`src/hw/rtl/rts_pkg.sv`:
```
// shared types, codes and helpers for the rtc time sequencer
package rts_pkg;

    // default number of clock registers transferred
    localparam int NUM_REGS_DEFAULT = 7;

    // configuration register indexes and reset values
    localparam logic [0:0] REG_DEVICE_ADDRESS = 1'b0;
    localparam logic [6:0] DEV_ADDR_RESET     = 7'd104;

    // command codes on the input word
    localparam logic [1:0] CMD_READ = 2'd0;
    localparam logic [1:0] CMD_SET  = 2'd1;
    localparam logic [1:0] CMD_DONE = 2'd2;

    // bus master operation codes
    localparam logic [2:0] OP_NONE  = 3'd0;
    localparam logic [2:0] OP_START = 3'd1;
    localparam logic [2:0] OP_WRITE = 3'd2;
    localparam logic [2:0] OP_RACK  = 3'd3;
    localparam logic [2:0] OP_RNACK = 3'd4;
    localparam logic [2:0] OP_STOP  = 3'd5;

    // expected master status codes, upper five bits compared
    localparam logic [7:0] ST_START_SENT  = 8'h08;
    localparam logic [7:0] ST_RSTART_SENT = 8'h10;
    localparam logic [7:0] ST_SLAW_ACK    = 8'h18;
    localparam logic [7:0] ST_DATA_ACK    = 8'h28;
    localparam logic [7:0] ST_SLAR_ACK    = 8'h40;
    localparam logic [7:0] ST_RDATA_ACK   = 8'h50;
    localparam logic [7:0] ST_RDATA_NACK  = 8'h58;

    // register pointer sent after address+write
    localparam logic [7:0] REG_POINTER = 8'h00;

    // set request bytes, register 0 in the lowest byte
    typedef logic [6:0][7:0] t_set_bytes;

    // one result word
    typedef struct packed {
        logic       error;
        logic       done_res;
        logic [6:0] year;
        logic [6:0] month;
        logic [6:0] day_of_month;
        logic [3:0] weekday;
        logic [6:0] hour;
        logic [6:0] minute;
        logic [6:0] second;
        logic [7:0] tx_byte;
        logic [2:0] bus_op;
    } t_result;

    // tens in bits 6:4, units in bits 3:0, plain arithmetic for bad digits
    function automatic logic [6:0] bcd_decode(input logic [7:0] b);
        return ({4'd0, b[6:4]} * 7'd10) + {3'd0, b[3:0]};
    endfunction

endpackage

```
`src/hw/rtl/i2c_rtc_time_sequencer_unit.sv`:
```
// top level: config register, sequencer and output buffer
// Drives a byte-level I2C master through the read or set of a clock chip's time
// registers, one bus event word in, one result word out. A word on the slave side
// carries a command in tuser (begin read, begin set, or operation completed) with the
// master's status and received byte; each accepted word yields exactly one result
// word on the master side, naming the next bus operation and, on the step that ends
// a read, the BCD-decoded time fields. A word is taken every clock cycle: the
// sequencer state updates in one pass at the accepting edge and the result lands in
// a two-entry output buffer, so the first result appears in the cycle after its word and
// s_tready drops only while both buffer entries hold untaken results. There is no
// clearing pass after reset. The device address register sits at byte address 0 and
// should be written only while no transaction is in progress.
module i2c_rtc_time_sequencer_unit #(
    parameter int NUM_REGS = rts_pkg::NUM_REGS_DEFAULT
) (
    input  logic        i_clk,
    input  logic        i_rst_n,
    // apb configuration port
    input  logic        i_psel,
    input  logic        i_penable,
    input  logic        i_pwrite,
    input  logic [2:0]  i_paddr,
    input  logic [31:0] i_pwdata,
    output logic [31:0] o_prdata,
    output logic        o_pready,
    // event words in
    input  logic        i_s_tvalid,
    output logic        o_s_tready,
    input  logic [1:0]  i_s_tuser,  // cmd
    // bus_status, rx_byte, set_second, set_minute, set_hour, set_weekday,
    // set_date, set_month, set_year
    input  logic [71:0] i_s_tdata,
    // result words out
    output logic        o_m_tvalid,
    input  logic        i_m_tready,
    output logic [2:0]  o_m_tuser,  // bus_op
    // tx_byte, second, minute, hour, weekday, day_of_month, month, year,
    // done_res, error
    output logic [55:0] o_m_tdata
);

    logic [6:0]       r_dev;
    logic             in_accept;
    rts_pkg::t_result res, out_res;

    // device address register
    always_ff @(posedge i_clk) begin
        if (!i_rst_n) begin
            r_dev <= rts_pkg::DEV_ADDR_RESET;
        end else if (i_psel && i_penable && i_pwrite && o_pready
                     && i_paddr[2] == rts_pkg::REG_DEVICE_ADDRESS) begin
            r_dev <= i_pwdata[6:0];
        end
    end

    assign o_pready   = 1'b1;
    assign o_prdata   = (i_paddr[2] == rts_pkg::REG_DEVICE_ADDRESS) ? 32'(r_dev) : 32'd0;

    assign in_accept = i_s_tvalid && o_s_tready;

    // sequencer
    rts_ctrl #(
        .NUM_REGS (NUM_REGS)
    ) u_ctrl (
        .i_clk        (i_clk),
        .i_rst_n      (i_rst_n),
        .i_accept     (in_accept),
        .i_cmd        (i_s_tuser),
        .i_bus_status (i_s_tdata[7:0]),
        .i_rx_byte    (i_s_tdata[15:8]),
        .i_set_bytes  (i_s_tdata[71:16]),
        .i_dev_addr   (r_dev),
        .o_res        (res)
    );

    // output buffer
    rts_obuf u_obuf (
        .i_clk   (i_clk),
        .i_rst_n (i_rst_n),
        .i_valid (i_s_tvalid),
        .o_ready (o_s_tready),
        .i_data  (res),
        .o_valid (o_m_tvalid),
        .i_ready (i_m_tready),
        .o_data  (out_res)
    );

    // result word packing
    assign o_m_tuser = out_res.bus_op;
    assign o_m_tdata = {out_res.error, out_res.done_res, out_res.year, out_res.month,
                        out_res.day_of_month, out_res.weekday, out_res.hour,
                        out_res.minute, out_res.second, out_res.tx_byte};

    // a step never both finishes and aborts
    a_done_xor_err: assert property (@(posedge i_clk) disable iff (!i_rst_n)
        o_m_tvalid |-> !(o_m_tdata[54] && o_m_tdata[55]))
        else $error("done and error on the same result");

    // an abort or a finish always issues stop
    a_end_stop: assert property (@(posedge i_clk) disable iff (!i_rst_n)
        o_m_tvalid && (o_m_tdata[54] || o_m_tdata[55]) |-> o_m_tuser == rts_pkg::OP_STOP)
        else $error("transaction ended without stop");

    // time fields stay clear unless a read finished
    a_fields_clear: assert property (@(posedge i_clk) disable iff (!i_rst_n)
        o_m_tvalid && !o_m_tdata[54] |-> o_m_tdata[53:8] == 46'd0)
        else $error("time fields set outside a finished read");

    // a full skid entry implies the result register is occupied
    a_skid_order: assert property (@(posedge i_clk) disable iff (!i_rst_n)
        !o_s_tready |-> o_m_tvalid)
        else $error("skid entry held with empty result register");

endmodule

```
`src/hw/rtl/rts_ctrl.sv`:
```
// sequencer state machine, byte stores and result formation
module rts_ctrl #(
    parameter int NUM_REGS = rts_pkg::NUM_REGS_DEFAULT
) (
    input  logic                i_clk,
    input  logic                i_rst_n,
    input  logic                i_accept,
    input  logic [1:0]          i_cmd,
    input  logic [7:0]          i_bus_status,
    input  logic [7:0]          i_rx_byte,
    input  rts_pkg::t_set_bytes i_set_bytes,
    input  logic [6:0]          i_dev_addr,
    output rts_pkg::t_result    o_res
);

    localparam int         IDX_W = (NUM_REGS > 1) ? $clog2(NUM_REGS) : 1;
    localparam int         DEC_N = (NUM_REGS < 7) ? NUM_REGS : 7;
    localparam logic [2:0] LAST  = 3'(NUM_REGS - 1);

    typedef enum logic [2:0] {
        PH_IDLE,
        PH_START,
        PH_SLAW,
        PH_PTR,
        PH_RSTART,
        PH_SLAR,
        PH_RDATA,
        PH_WDATA
    } t_phase;

    t_phase     r_phase, n_phase;
    logic       r_wmode, n_wmode;
    logic [2:0] r_idx, n_idx;

    logic [7:0] r_raw  [NUM_REGS];
    logic [7:0] r_pend [NUM_REGS];

    logic       raw_we, pend_we, decoded;
    logic [7:0] expect_st;
    logic [2:0] idx_inc;
    logic [7:0] dec_byte [7];
    logic [7:0] pend_set [NUM_REGS];

    assign idx_inc = 3'(r_idx + 3'd1);

    // bytes seen by the decoder: stored ones, the last one straight from the bus
    for (genvar k = 0; k < 7; k++) begin : g_dec
        if (k < DEC_N) begin : g_used
            if (k == NUM_REGS - 1) begin : g_last
                assign dec_byte[k] = i_rx_byte;
            end else begin : g_stored
                assign dec_byte[k] = r_raw[k];
            end
        end else begin : g_unused
            assign dec_byte[k] = 8'h00;
        end
    end

    // set bytes as loaded, an eighth register is written as zero
    for (genvar k = 0; k < NUM_REGS; k++) begin : g_pend
        if (k < 7) begin : g_given
            assign pend_set[k] = i_set_bytes[k];
        end else begin : g_zero
            assign pend_set[k] = 8'h00;
        end
    end

    // expected status for the operation in flight
    always_comb begin
        unique case (r_phase)
            PH_START:  expect_st = rts_pkg::ST_START_SENT;
            PH_SLAW:   expect_st = rts_pkg::ST_SLAW_ACK;
            PH_PTR:    expect_st = rts_pkg::ST_DATA_ACK;
            PH_RSTART: expect_st = rts_pkg::ST_RSTART_SENT;
            PH_SLAR:   expect_st = rts_pkg::ST_SLAR_ACK;
            PH_RDATA:  expect_st = (r_idx >= LAST) ? rts_pkg::ST_RDATA_NACK
                                                   : rts_pkg::ST_RDATA_ACK;
            PH_WDATA:  expect_st = rts_pkg::ST_DATA_ACK;
            PH_IDLE:   expect_st = 8'h00;
        endcase
    end

    // next state and result for one event word
    always_comb begin
        n_phase = r_phase;
        n_wmode = r_wmode;
        n_idx   = r_idx;
        raw_we  = 1'b0;
        pend_we = 1'b0;
        decoded = 1'b0;
        o_res   = '0;

        unique case (i_cmd)
            rts_pkg::CMD_READ, rts_pkg::CMD_SET: begin
                if (r_phase == PH_IDLE) begin
                    n_wmode      = (i_cmd == rts_pkg::CMD_SET);
                    pend_we      = (i_cmd == rts_pkg::CMD_SET);
                    n_idx        = 3'd0;
                    n_phase      = PH_START;
                    o_res.bus_op = rts_pkg::OP_START;
                end
            end
            rts_pkg::CMD_DONE: begin
                if (r_phase != PH_IDLE) begin
                    if (i_bus_status[7:3] != expect_st[7:3]) begin
                        o_res.bus_op = rts_pkg::OP_STOP;
                        o_res.error  = 1'b1;
                        n_phase      = PH_IDLE;
                    end else begin
                        unique case (r_phase)
                            PH_START: begin
                                o_res.bus_op  = rts_pkg::OP_WRITE;
                                o_res.tx_byte = {i_dev_addr, 1'b0};
                                n_phase       = PH_SLAW;
                            end
                            PH_SLAW: begin
                                o_res.bus_op  = rts_pkg::OP_WRITE;
                                o_res.tx_byte = rts_pkg::REG_POINTER;
                                n_phase       = PH_PTR;
                            end
                            PH_PTR: begin
                                n_idx = 3'd0;
                                if (r_wmode) begin
                                    o_res.bus_op  = rts_pkg::OP_WRITE;
                                    o_res.tx_byte = r_pend[0];
                                    n_phase       = PH_WDATA;
                                end else begin
                                    o_res.bus_op = rts_pkg::OP_START;
                                    n_phase      = PH_RSTART;
                                end
                            end
                            PH_RSTART: begin
                                o_res.bus_op  = rts_pkg::OP_WRITE;
                                o_res.tx_byte = {i_dev_addr, 1'b1};
                                n_phase       = PH_SLAR;
                            end
                            PH_SLAR: begin
                                n_idx        = 3'd0;
                                o_res.bus_op = (LAST == 3'd0) ? rts_pkg::OP_RNACK
                                                              : rts_pkg::OP_RACK;
                                n_phase      = PH_RDATA;
                            end
                            PH_RDATA: begin
                                raw_we = 1'b1;
                                if (r_idx >= LAST) begin
                                    o_res.bus_op   = rts_pkg::OP_STOP;
                                    o_res.done_res = 1'b1;
                                    decoded        = 1'b1;
                                    n_phase        = PH_IDLE;
                                end else begin
                                    n_idx        = idx_inc;
                                    o_res.bus_op = (idx_inc >= LAST) ? rts_pkg::OP_RNACK
                                                                     : rts_pkg::OP_RACK;
                                end
                            end
                            PH_WDATA: begin
                                if (r_idx >= LAST) begin
                                    o_res.bus_op   = rts_pkg::OP_STOP;
                                    o_res.done_res = 1'b1;
                                    n_phase        = PH_IDLE;
                                end else begin
                                    n_idx         = idx_inc;
                                    o_res.bus_op  = rts_pkg::OP_WRITE;
                                    o_res.tx_byte = r_pend[idx_inc[IDX_W-1:0]];
                                end
                            end
                            PH_IDLE: begin
                                n_phase = PH_IDLE;
                            end
                        endcase
                    end
                end
            end
            default: begin
                n_phase = r_phase;
            end
        endcase

        // decoded time fields only on a finished read
        if (decoded) begin
            o_res.second       = rts_pkg::bcd_decode(dec_byte[0]);
            o_res.minute       = rts_pkg::bcd_decode(dec_byte[1]);
            o_res.hour         = rts_pkg::bcd_decode(dec_byte[2]);
            o_res.weekday      = dec_byte[3][3:0];
            o_res.day_of_month = rts_pkg::bcd_decode(dec_byte[4]);
            o_res.month        = rts_pkg::bcd_decode(dec_byte[5]);
            o_res.year         = rts_pkg::bcd_decode(dec_byte[6]);
        end
    end

    // sequencer state
    always_ff @(posedge i_clk) begin
        if (!i_rst_n) begin
            r_phase <= PH_IDLE;
            r_wmode <= 1'b0;
            r_idx   <= 3'd0;
        end else if (i_accept) begin
            r_phase <= n_phase;
            r_wmode <= n_wmode;
            r_idx   <= n_idx;
        end
    end

    // received bytes
    always_ff @(posedge i_clk) begin
        if (i_accept && raw_we) begin
            r_raw[r_idx[IDX_W-1:0]] <= i_rx_byte;
        end
    end

    // bytes waiting to be written
    always_ff @(posedge i_clk) begin
        if (i_accept && pend_we) begin
            r_pend <= pend_set;
        end
    end

endmodule

```
`src/hw/rtl/rts_obuf.sv`:
```
// two-entry output buffer: result register plus skid register
module rts_obuf (
    input  logic             i_clk,
    input  logic             i_rst_n,
    input  logic             i_valid,
    output logic             o_ready,
    input  rts_pkg::t_result i_data,
    output logic             o_valid,
    input  logic             i_ready,
    output rts_pkg::t_result o_data
);

    logic             r_out_valid, r_skid_valid;
    rts_pkg::t_result r_out, r_skid;
    logic             accept, out_free;

    assign o_ready  = !r_skid_valid;
    assign accept   = i_valid && !r_skid_valid;
    assign out_free = !r_out_valid || i_ready;
    assign o_valid  = r_out_valid;
    assign o_data   = r_out;

    // occupancy
    always_ff @(posedge i_clk) begin
        if (!i_rst_n) begin
            r_out_valid  <= 1'b0;
            r_skid_valid <= 1'b0;
        end else if (r_skid_valid) begin
            if (i_ready) begin
                r_skid_valid <= 1'b0;
            end
        end else if (accept) begin
            if (out_free) begin
                r_out_valid <= 1'b1;
            end else begin
                r_skid_valid <= 1'b1;
            end
        end else if (i_ready) begin
            r_out_valid <= 1'b0;
        end
    end

    // payload
    always_ff @(posedge i_clk) begin
        if (r_skid_valid) begin
            if (i_ready) begin
                r_out <= r_skid;
            end
        end else if (accept) begin
            if (out_free) begin
                r_out <= i_data;
            end else begin
                r_skid <= i_data;
            end
        end
    end

endmodule
```
`config.mk`:
```
export PLATFORM = sky130hd
export DESIGN_NAME = i2c_rtc_time_sequencer_unit
export DESIGN_NICKNAME = d
export VERILOG_FILES = /design/src/hw/rtl/rts_pkg.sv /design/src/hw/rtl/i2c_rtc_time_sequencer_unit.sv /design/src/hw/rtl/rts_ctrl.sv /design/src/hw/rtl/rts_obuf.sv
export SDC_FILE = /design/constraint.sdc
export NUM_CORES = 1
export LEC_CHECK = 0
export BUFFER_PORTS_ARGS = -buffer_cell sky130_fd_sc_hd__buf_2
export CAP_MARGIN = 30
export CORE_ASPECT_RATIO = 1.4
export CORE_MARGIN = 2
export CORE_UTILIZATION = 55
export DETAILED_ROUTE_END_ITERATION = 10
export GPL_ROUTABILITY_DRIVEN = 0
export PLACE_DENSITY = 0.85
export SLEW_MARGIN = 20
export SYNTH_ARGS = -nofsm -noshare
export SYNTH_HDL_FRONTEND = slang
export SYNTH_SLANG_ARGS = --single-unit
export TNS_END_PERCENT = 5
```
`constraint.sdc`:
```
create_clock -name i_clk -period 7.73 [get_ports i_clk]
set_clock_uncertainty 0.15 [all_clocks]
set_input_delay 0.773 -clock i_clk [delete_from_list [all_inputs] [get_ports i_clk]]
set_output_delay 0.773 -clock i_clk [all_outputs]
set_load 0.02 [all_outputs]
```
; ---- Yosys cells after proc, flatten, opt, wreduce, memory -nomap -nowiden
; Memories as Yosys holds them, arrays and structs flattened.
; Index checks and enable logic that the tools add are counted.
[classes]
reduce_logical = 27
mux = 63
n_mul = 6
bitwise = 4
eq_ne = 18
magnitude_cmp = 3
addsub = 7
[op_table]
columns = operator, count
row1 = 2-to-1 mux 59 bit, 4
row2 = one-hot mux 8 bit (7 select lines), 1
row3 = 2-to-1 mux 8 bit, 6
row4 = 2-to-1 mux 46 bit, 1
row5 = adder 7 x 4 -> 7 bit, 6
row6 = multiplier 3 x 3 -> 6 bit (second input constant), 6
row7 = 2-to-1 mux 3 bit, 12
row8 = one-hot mux 8 bit (4 select lines), 1
row9 = binary-select mux 8 bit (select 3 bit), 1
row10 = 2-to-1 mux 1 bit, 24
row11 = one-hot mux 3 bit (2 select lines), 4
row12 = one-hot mux 3 bit (7 select lines), 1
row13 = one-hot mux 3 bit (5 select lines), 1
row14 = == test 3 bit (second input constant), 4
row15 = AND reduction 3 bit, 4
row16 = 2-to-1 mux 11 bit, 1
row17 = 2-to-1 mux 2 bit, 4
row18 = nonzero test 2 bit, 4
row19 = OR reduction 2 bit, 4
row20 = 2-to-1 mux 7 bit, 1
row21 = AND reduction 7 bit, 1
row22 = == test 3 x 2 -> 1 bit (second input constant), 2
row23 = greater-or-equal comparator 3 bit (second input constant), 2
row24 = logical AND 1 bit, 6
row25 = other kinds (20), 27
[word_totals]
mem_count = 1
reg_bits = 190
ramBits = 56
word_cells = 164
[mem_list]
columns = memory, words, word_bits, rd, rd_clocked_by_memory_dff, write_ports, line
row1 = u_ctrl.r_raw, 7, 8, 6, 0, 1, rts_ctrl.sv:35  ; logic [7:0] r_raw [NUM_REGS];

; ---- Logic depth before layout (Yosys ltp)
; Gate-level depths: netlist of the first run.
[logic_depth]
word_depth = 13
depth_mapped = 13
ltp_nobuf = 7

; ---- By module
; From an unflattened synthesis of the first run, not the netlist that was laid out.
[hier_totals]
hier_cells = 744
area_unflattened_um2 = 10762.8
[by_module_without_submodules]
columns = module, area_per_inst_um2, instances, cells_each
row1 = rts_ctrl, 5641.7, 1, 480
row2 = rts_obuf, 4548.1, 1, 197
row3 = i2c_rtc_time_sequencer_unit, 573.0, 1, 67

; ---- Worst setup path before layout of the first run
; Ideal clock, no wire load.
[synth_path]
path_type = input to register
startpoint = input i_s_tvalid
endpoint = register u_obuf.r_skid[0] (netlist bit) (enable)
slack_ns = 1.757
n_path_buf = 0
t_required_ns = 7.016
stages = 2
t_arrival_ns = 5.258
path_cell_list = nand2_1 -> nor3b_1
[synth_via]
elab_chain_len = 2
[synth_rtl]
columns = item, line
row1 = start: declaration, i2c_rtc_time_sequencer_unit.sv:27  ; input logic i_s_tvalid,
row2 = logical AND 1 bit, rts_obuf.sv:18  ; assign accept = i_valid && !r_skid_valid;
row3 = AND reduction 3 bit (no source line), n/a
row4 = end signal: assignment, rts_obuf.sv:53  ; r_skid <= i_data;
row5 = end: declaration, rts_obuf.sv:14  ; rts_pkg::t_result r_out, r_skid;
; Every way passes these cells.
; A chain may end at the register's enable or synchronous reset.

; ---- Final worst setup path of the first run
[layout_path]
startpoint = register u_ctrl.r_idx[0]
endpoint = memory u_ctrl.r_raw[0][6] (enable)
[layout_via]
elab_chain_len = 10
[layout_rtl]
columns = item, line
row1 = start: declaration, rts_ctrl.sv:33  ; logic [2:0] r_idx, n_idx;
row2 = start signal: assignment, rts_ctrl.sv:200  ; r_idx <= n_idx;
row3 = greater-or-equal comparator 3 bit, rts_ctrl.sv:76  ; PH_RDATA: expect_st = (r_idx >= LAST) ? rts_pkg::ST_RDATA_NACK
row4 = 2-to-1 mux 4 bit, rts_ctrl.sv:76
row5 = one-hot mux 8 bit (7 select lines), rts_ctrl.sv:70  ; unique case (r_phase)
row6 = != test 5 bit, rts_ctrl.sv:105  ; if (i_bus_status[7:3] != expect_st[7:3]) begin
row7 = 2-to-1 mux 1 bit, rts_ctrl.sv:105
row8 = 2-to-1 mux 1 bit, rts_ctrl.sv:104  ; if (r_phase != PH_IDLE) begin
row9 = 2-to-1 mux 1 bit, rts_ctrl.sv:93  ; unique case (i_cmd)
row10 = logical AND 1 bit, rts_ctrl.sv:206  ; if (i_accept && raw_we) begin
row11 = 2-to-1 mux 1 bit, rts_ctrl.sv:206
row12 = 2-to-1 mux 1 bit (not written as such), rts_ctrl.sv:207  ; r_raw[r_idx[IDX_W-1:0]] <= i_rx_byte;
row13 = end: declaration, rts_ctrl.sv:35
; Several ways; a longest one is shown, not always the timed one. The select of a mux whose other input is x is not followed.

==> results of run 1 <==
[cell families after synthesis]
family / after synthesis / synth area share [%]
AOI/OAI and AO/OA: 145 / 10.8
and+or+nand+nor: 243 / 9.97
muxes: 25 / 3.36
other: 2 / 0.0697
buffers and inverters: 112 / 5.37
adders and majority gates: 45 / 5.65
DFF: 229 / 62.4
xor gates and xnor gates: 30 / 2.44
[power breakdown]
part	switching [µW]	internal, µW
registers	15.9	1400
clock network	457	650
logic	121	58.5
[worst max-delay path: cells and delay by family, from the launching register on]
family          cells  cell delay [ps]
buf+inv             2              500
fa+ha+maj           1              250
simple gates        3             1660
flops               1              310
compound gates      2              550
[final timing paths]
path,startpoint,to,slack [ps],cells past startpoint
setup / recovery,u_ctrl.r_idx[0]$_SDFFE_PN0P_,u_ctrl.r_raw[0][6]$_DFFE_PP_,3920,8
hold / removal,i_s_tdata[62],u_ctrl.r_pend[14]$_DFFE_PP_,290,1
setup reg to reg,u_ctrl.r_idx[0]$_SDFFE_PN0P_,u_ctrl.r_raw[0][6]$_DFFE_PP_,3920,8
hold reg to reg,u_obuf.o_valid$_SDFFE_PN0P_,u_obuf.o_valid$_SDFFE_PN0P_,360,2
[cell usage in the layout (no fill, tap or decap), types with 19 or more instances in the layout]
master / n
o31ai_2: 20
conb_1: 26
nand2_1: 79
buf_2: 155
clkbuf_16: 22
xnor2_1: 21
o21ai_0: 19
nor2_1: 93
ha_1: 39
o31ai_1: 34
edfxtp_1: 213
nor3_1: 20
inv_1: 36
[metal layers]
layer	routed length, µm	up-vias	share of wire (%)	global-route usage, %
li1	-	3296	-	-
met1	8220	3293	39	25.9
met2	11000	297	52	36.5
met3	1390	42	6.6	3.36
met4	566	0	2.7	7.60
met5	0	-	0	0
[state kept, by name (all words and copies together) (netlist names)]
register and count:
u_obuf.o_data 59, u_obuf.r_skid 59, u_ctrl.r_pend 56, u_ctrl.r_raw 39, r_dev 7, u_ctrl.r_idx 3, u_ctrl.r_phase 3, u_ctrl.r_wmode 1
u_obuf.o_valid 1, u_obuf.r_skid_valid 1
[cell type report]
class / count / area share, %
Clock buffer: 27 / 4.75
Clock inverter: 13 / 1.34
Inverter: 38 / 1.15
Multi-Input combinational cell: 514 / 28.8
Sequential cell: 229 / 54.1
Tap cell: 248 / 2.50
Timing Repair Buffer: 165 / 7.31
[stage by stage]
step	total power (µW)	area, µm²	utilization, %	setup WS [ps]	instances
final	2700	12400	64.6	3920	1234
after global routing	2780	12400	64.6	3660	1234
after floorplan	1560	10900	-	1760	855
after detailed placement	1620	11600	60.4	3950	1191
after global placement	1610	11600	60.1	3940	1187
after CTS	2720	12400	64.4	3930	1231
==> summary.md, run 1 <==
| Metric | Value |
|---|---|
| Status | `completed` |
| Hold WS | `286 ps` |
| Final Max Slew Viols | `0` |
| Commonest cells post-synth | `edfxtp_1 (213), nor2_1 (93), nand2_1 (79)` |
| Setup Total Neg Slack | `0 ps` |
| CP max stage cell | `nor3_1` |
| First-pass GRT wire length | `around 34000 µm` |
| Critical path, cell by cell | `buf_4 -> inv_1 -> ha_1 -> o21a_1 -> o221ai_1 -> nor2b_1 -> nand4b_1 -> nor3_1` |
| RSZ-0062 raised after global routing | `no` |
| Vias in the first global route | `6872` |
| Clk sink count | `between 200 and 250` |
| Yosys warns | `0` |
| Die Y-Extent | `170 µm` |
| Sequential area share after synthesis | `62.4%` |
| Gr ovfl total | `0` |
| CP max FO | `24` |
| I/O Buffers | `152` |
| Mapped cell area | `~11000 µm²` |
| FF+latch count, synth | `229` |
| Core outline area | `19200 µm²` |
| DR DRC count | `0` |
| Largest net degree at the start of global routing | `93` |
| Antenna Cells | `0` |
| CTS resizes | `0` |
| Crit. End Element | `flip-flop` |
| Post-CTS Hold Buffers | `0` |
| Final Hold Fails | `0` |
| Initial antenna violation count | `0` |
| Async set-or-reset flop fraction in the synthesized netlist | `0%` |
| Via density | `about 5.6` |
| Leakage | `roughly 0.0046 µW` |
| I/O pin cnt | `210` |
| Root Driver | `clkbuf_16` |
| Detailed-route via count | `6928` |
| Final setup vio count | `0` |
| Buffer depth of the longest clock path | `3` |
| Max VDD drop | `0.182 mV` |
| Yosys cell types | `slightly above 60` |
| Layout cells sized above 1 | `24.8%` |
| P per Cell Area | `217 nW/µm²` |
| Worst EP required | `around 7700 ps` |
| Die Area | `20700 µm²` |
| Drt pass-1 iters | `4` |
| Fmax | `263 MHz` |
| Hold Crit Class | `in2reg` |
| Final min period | `3810 ps` |
| Total Wirelength | `21200 µm` |
| Gr usage total | `20.8%` |
| Startpoint types | `flip-flop` |
| Cts bufs inserted | `22` |
| Setup bufs post-CTS | `0` |
| Worst path arrival time | `between 3000 and 4000 ps` |
| Die width | `122 µm` |
| Synth top area cells | `edfxtp_1 (59%), ha_1 (4.5%), nor2_1 (3.2%)` |
| Slew @ Worst Pin | `slightly below 1000 ps` |
| Final nets | `1131` |
| Avg Cell Area, Syn | `13.0 µm²` |
| Syn Inst Count | `831` |
| Cell with the most instances after synthesis | `edfxtp_1` |
| Final ANT Viol Nets | `0` |
| CP max stage delay | `800 ps` |
| Worst relative slew slack | `35.1%` |
| Top cell type's share of synthesized area | `59.4%` |
| Total area of sequential cells | `6720 µm²` |
| CTS clk-pin slew, worst paths | `roughly 70 ps` |
| Multi-input gate area | `approximately 3600 µm²` |
| Crit share post-route | `49.3%` |
| CTS tree | `done` |
| DRT iter0 DRCs | `695` |
| Cell taking the most area after synthesis | `edfxtp_1` |
| Number of synthesized flops with an enable pin | `213` |
| Critical path type | `reg2reg` |
| Clk_lat worst skew | `510 ps` |
| Maxcap violations | `0` |
| Main synth FF type | `edfxtp_1` |
| Filler cell count in the final layout | `1420` |
| FP Rows | `60` |
| Initial Util | `around 56%` |
| Synthesis-to-finish area growth | `15.3%` |
| H-tree depth | `1` |
| DPL Wire Length | `around 15000 µm` |
| DR WL/cell | `17.2 µm` |
No activity file was read; power rests on OpenSTA's default activity.
==> inputs of run 2 (changes only) <==
ABC_AREA = 1   (was default)
PLACE_DENSITY = 0.84   (was 0.85)
clock period = 3.8 ns   (was 7.73 ns; I/O delays follow)
==> summary.md, run 2 <==
| Metric | Value |
|---|---|
| Total power | `5710 µW` |
| Worst EP required | `3910 ps` |
| Die width | `about 120 µm` |
| Leakage | `~0.0057 µW` |
| H-tree depth | `1` |
| DR DRC count | `0` |
| Filler cell count in the final layout | `1434` |
| Cts bufs inserted | `22` |
| DR WL/cell | `16.7 µm` |
| Via density | `5.21` |
| Cell taking the most area after synthesis | `edfxtp_1` |
| CTS tree | `done` |
| GR peak layer | `met2` |
| Total area of sequential cells | `approximately 6700 µm²` |
| Commonest non-fill, non-tap cell in the layout | `edfxtp_1` |
| Mapped cell area | `approximately 11000 µm²` |
| Worst relative slew slack | `50.8%` |
| Main synth FF type | `edfxtp_1` |
| Largest net degree at the start of global routing | `73` |
| Final setup vio count | `0` |
| GR Util met1 | `26.8%` |
| Grt met3 use | `2.80%` |
| Die Area | `roughly 21000 µm²` |
| Slew @ Worst Pin | `739 ps` |
| Final Max Slew Viols | `0` |
| Die Y-Extent | `171 µm` |
| Top cell type's share of synthesized area | `between 50% and 60%` |
| Layout cells sized above 1 | `around 18%` |
| Synth top area cells | `edfxtp_1 (59%), nand2_1 (6.9%), nor2_1 (5.0%)` |
| Yosys cell types | `36` |
| Vias in the first global route | `7701` |
| Setup WS post-layout | `921 ps` |
| Fmax | `347 MHz` |
| Final ANT Viol Nets | `0` |
| Gr ovfl total | `0` |
| DRT iter0 DRCs | `about 730` |
| FP Rows | `61` |
| Status | `completed` |
| I/O pin cnt | `210` |
| Commonest cells post-synth | `edfxtp_1 (213), nand2_1 (201), nor2_1 (145)` |
| Final Hold Fails | `0` |
| Max VDD drop | `0.379 mV` |
| DPL Wire Length | `16100 µm` |
| Buffer depth of the longest clock path | `3` |
| Core outline area | `19700 µm²` |
| Total Wirelength | `25000 µm` |
| P per Cell Area | `about 440 nW/µm²` |
| Multi-input gate area | `3500 µm²` |
| Setup bufs post-CTS | `0` |
| Worst path arrival time | `between 2000 and 3000 ps` |
| Syn Inst Count | `1024` |
| RSZ-0062 raised after global routing | `no` |
| Commonest non-fill, non-tap cells in the layout | `edfxtp_1 (213), nand2_1 (201), buf_2 (152), nor2_1 (143), inv_1 (99)` |
| Hold Crit Class | `in2reg` |
| CP max FO | `18` |
| Startpoint types | `flip-flop` |
| Cell with the most instances after synthesis | `edfxtp_1` |
| First-pass GRT wire length | `38500 µm` |
| Detailed-route via count | `just under 8000` |
| Pre-CTS setup slack | `943 ps` |
| Grt met2 use | `46.4%` |
| Final min period | `2880 ps` |
| Final nets | `approximately 1400` |
| Number of synthesized flops with an enable pin | `213` |
| Critical path type | `reg2reg` |
| Root Driver | `clkbuf_16` |
| Crit. End Element | `flip-flop` |
| Initial Util | `between 50% and 60%` |
| Avg Cell Area, Syn | `10.7 µm²` |
| Async set-or-reset flop fraction in the synthesized netlist | `0%` |
| Core Util, Final | `about 67%` |
| Clk sink count | `229` |
| Gr usage total | `23.7%` |
| I/O Buffers | `152` |
| Initial antenna violation count | `1` |
| FF+latch count, synth | `229` |
| Maxcap violations | `0` |
| Clk_lat worst skew | `slightly above 500 ps` |
| Yosys warns | `0` |
| Sequential area share after synthesis | `about three fifths` |
| Synthesis-to-finish area growth | `20.1%` |
| CTS resizes | `0` |
| CTS clk-pin slew, worst paths | `70 ps` |
| Drt pass-1 iters | `7` |
| Crit share post-route | `between 70% and 80%` |
| Post-CTS Hold Buffers | `59` |
## run 2: cell types whose count changed in the layout (fill, tap and decap cells not counted), sizes merged, moves of 11 or more
| cell | before | now |
|---|---|---|
| a21oi | 17 | 28 |
| a221oi | 16 | 0 |
| dlygate4sd3 | 0 | 59 |
| inv | 38 | 104 |
| nand2 | 79 | 207 |
| nand3 | 17 | 97 |
| nand3b | 3 | 17 |
| nor2 | 93 | 154 |
| nor2b | 13 | 0 |
| nor3 | 20 | 3 |
| o21ai | 19 | 36 |
| o31ai | 54 | 0 |
| xnor2 | 21 | 5 |
| xor2 | 9 | 20 |
## run 2: layer usage
metal | part of all wire (%) | up-vias
met4 | 2.2 | 0
met2 | 56 | 312
met3 | 5.3 | 41
met1 | 36 | 3688
li1 | - | 3784
met5 | 0 | -
## run 2: metrics by stage
stage	instances	instance area [µm²]	hold slack [ps]	TNS, ps
floorplan	1048	11000	295	-8340
global placement	1400	11800	329	0
detailed placement	1400	11800	331	0
CTS	1499	13100	8.91	0
global route	1501	13100	5.53	0
finish	1501	13100	16.5	0
## run 2: cells by family (layout without fill, tap and decap cells)
kind of cell | count (synthesis) | after routing | share of synthesized area [%]
flip-flops | 229 | 229 | 61.5
other | 2 | 27 | 0.0688
XOR/XNOR | 25 | 25 | 2.01
buffers and inverters | 167 | 367 | 7.44
AND/OR/NAND/NOR | 480 | 480 | 19.6
adder cells (fa/ha/maj) | 45 | 45 | 5.57
AO/OA/AOI/OAI | 76 | 76 | 3.76
## run 2: worst paths after layout
| path | endpoint | slack [ps] | cells past startpoint | from |
|---|---|---|---|---|
| setup / recovery | u_obuf.o_data[2]$_DFFE_PP_ | 920 | 9 | u_ctrl.r_idx[0]$_SDFFE_PN0P_ |
| hold / removal | r_dev[2]$_SDFFE_PN0P_ | 20 | 3 | i_pwdata[2] |
| setup reg to reg | u_obuf.o_data[2]$_DFFE_PP_ | 920 | 9 | u_ctrl.r_idx[0]$_SDFFE_PN0P_ |
| hold reg to reg | r_dev[2]$_SDFFE_PN0P_ | 340 | 2 | r_dev[2]$_SDFFE_PN0P_ |
## run 2: cell type report
cell class                      instances  area share [%]
Sequential cell                       229            51.3
Multi-Input combinational cell        652            26.7
Timing Repair Buffer                  222            10.9
Clock buffer                           24            4.42
Inverter                              105            3.02
Tap cell                              252            2.41
Clock inverter                         16            1.20
Antenna cell                            1          0.0191
## run 2: power by group
group          internal (µW)  switching (µW)
clock                   1310             934
combinational            199             389
sequential              2840            37.9
total                   4350            1360
## run 2: worst max-delay path, stage by stage, from the launching register on
cell      delay, ps
dfxtp_1         380
inv_1            80
ha_1            660
clkinv_1        450
o21ai_0         510
nor2_1           80
nor2_1          100
nand2_1          80
nand3_1          90
nand2_1          50
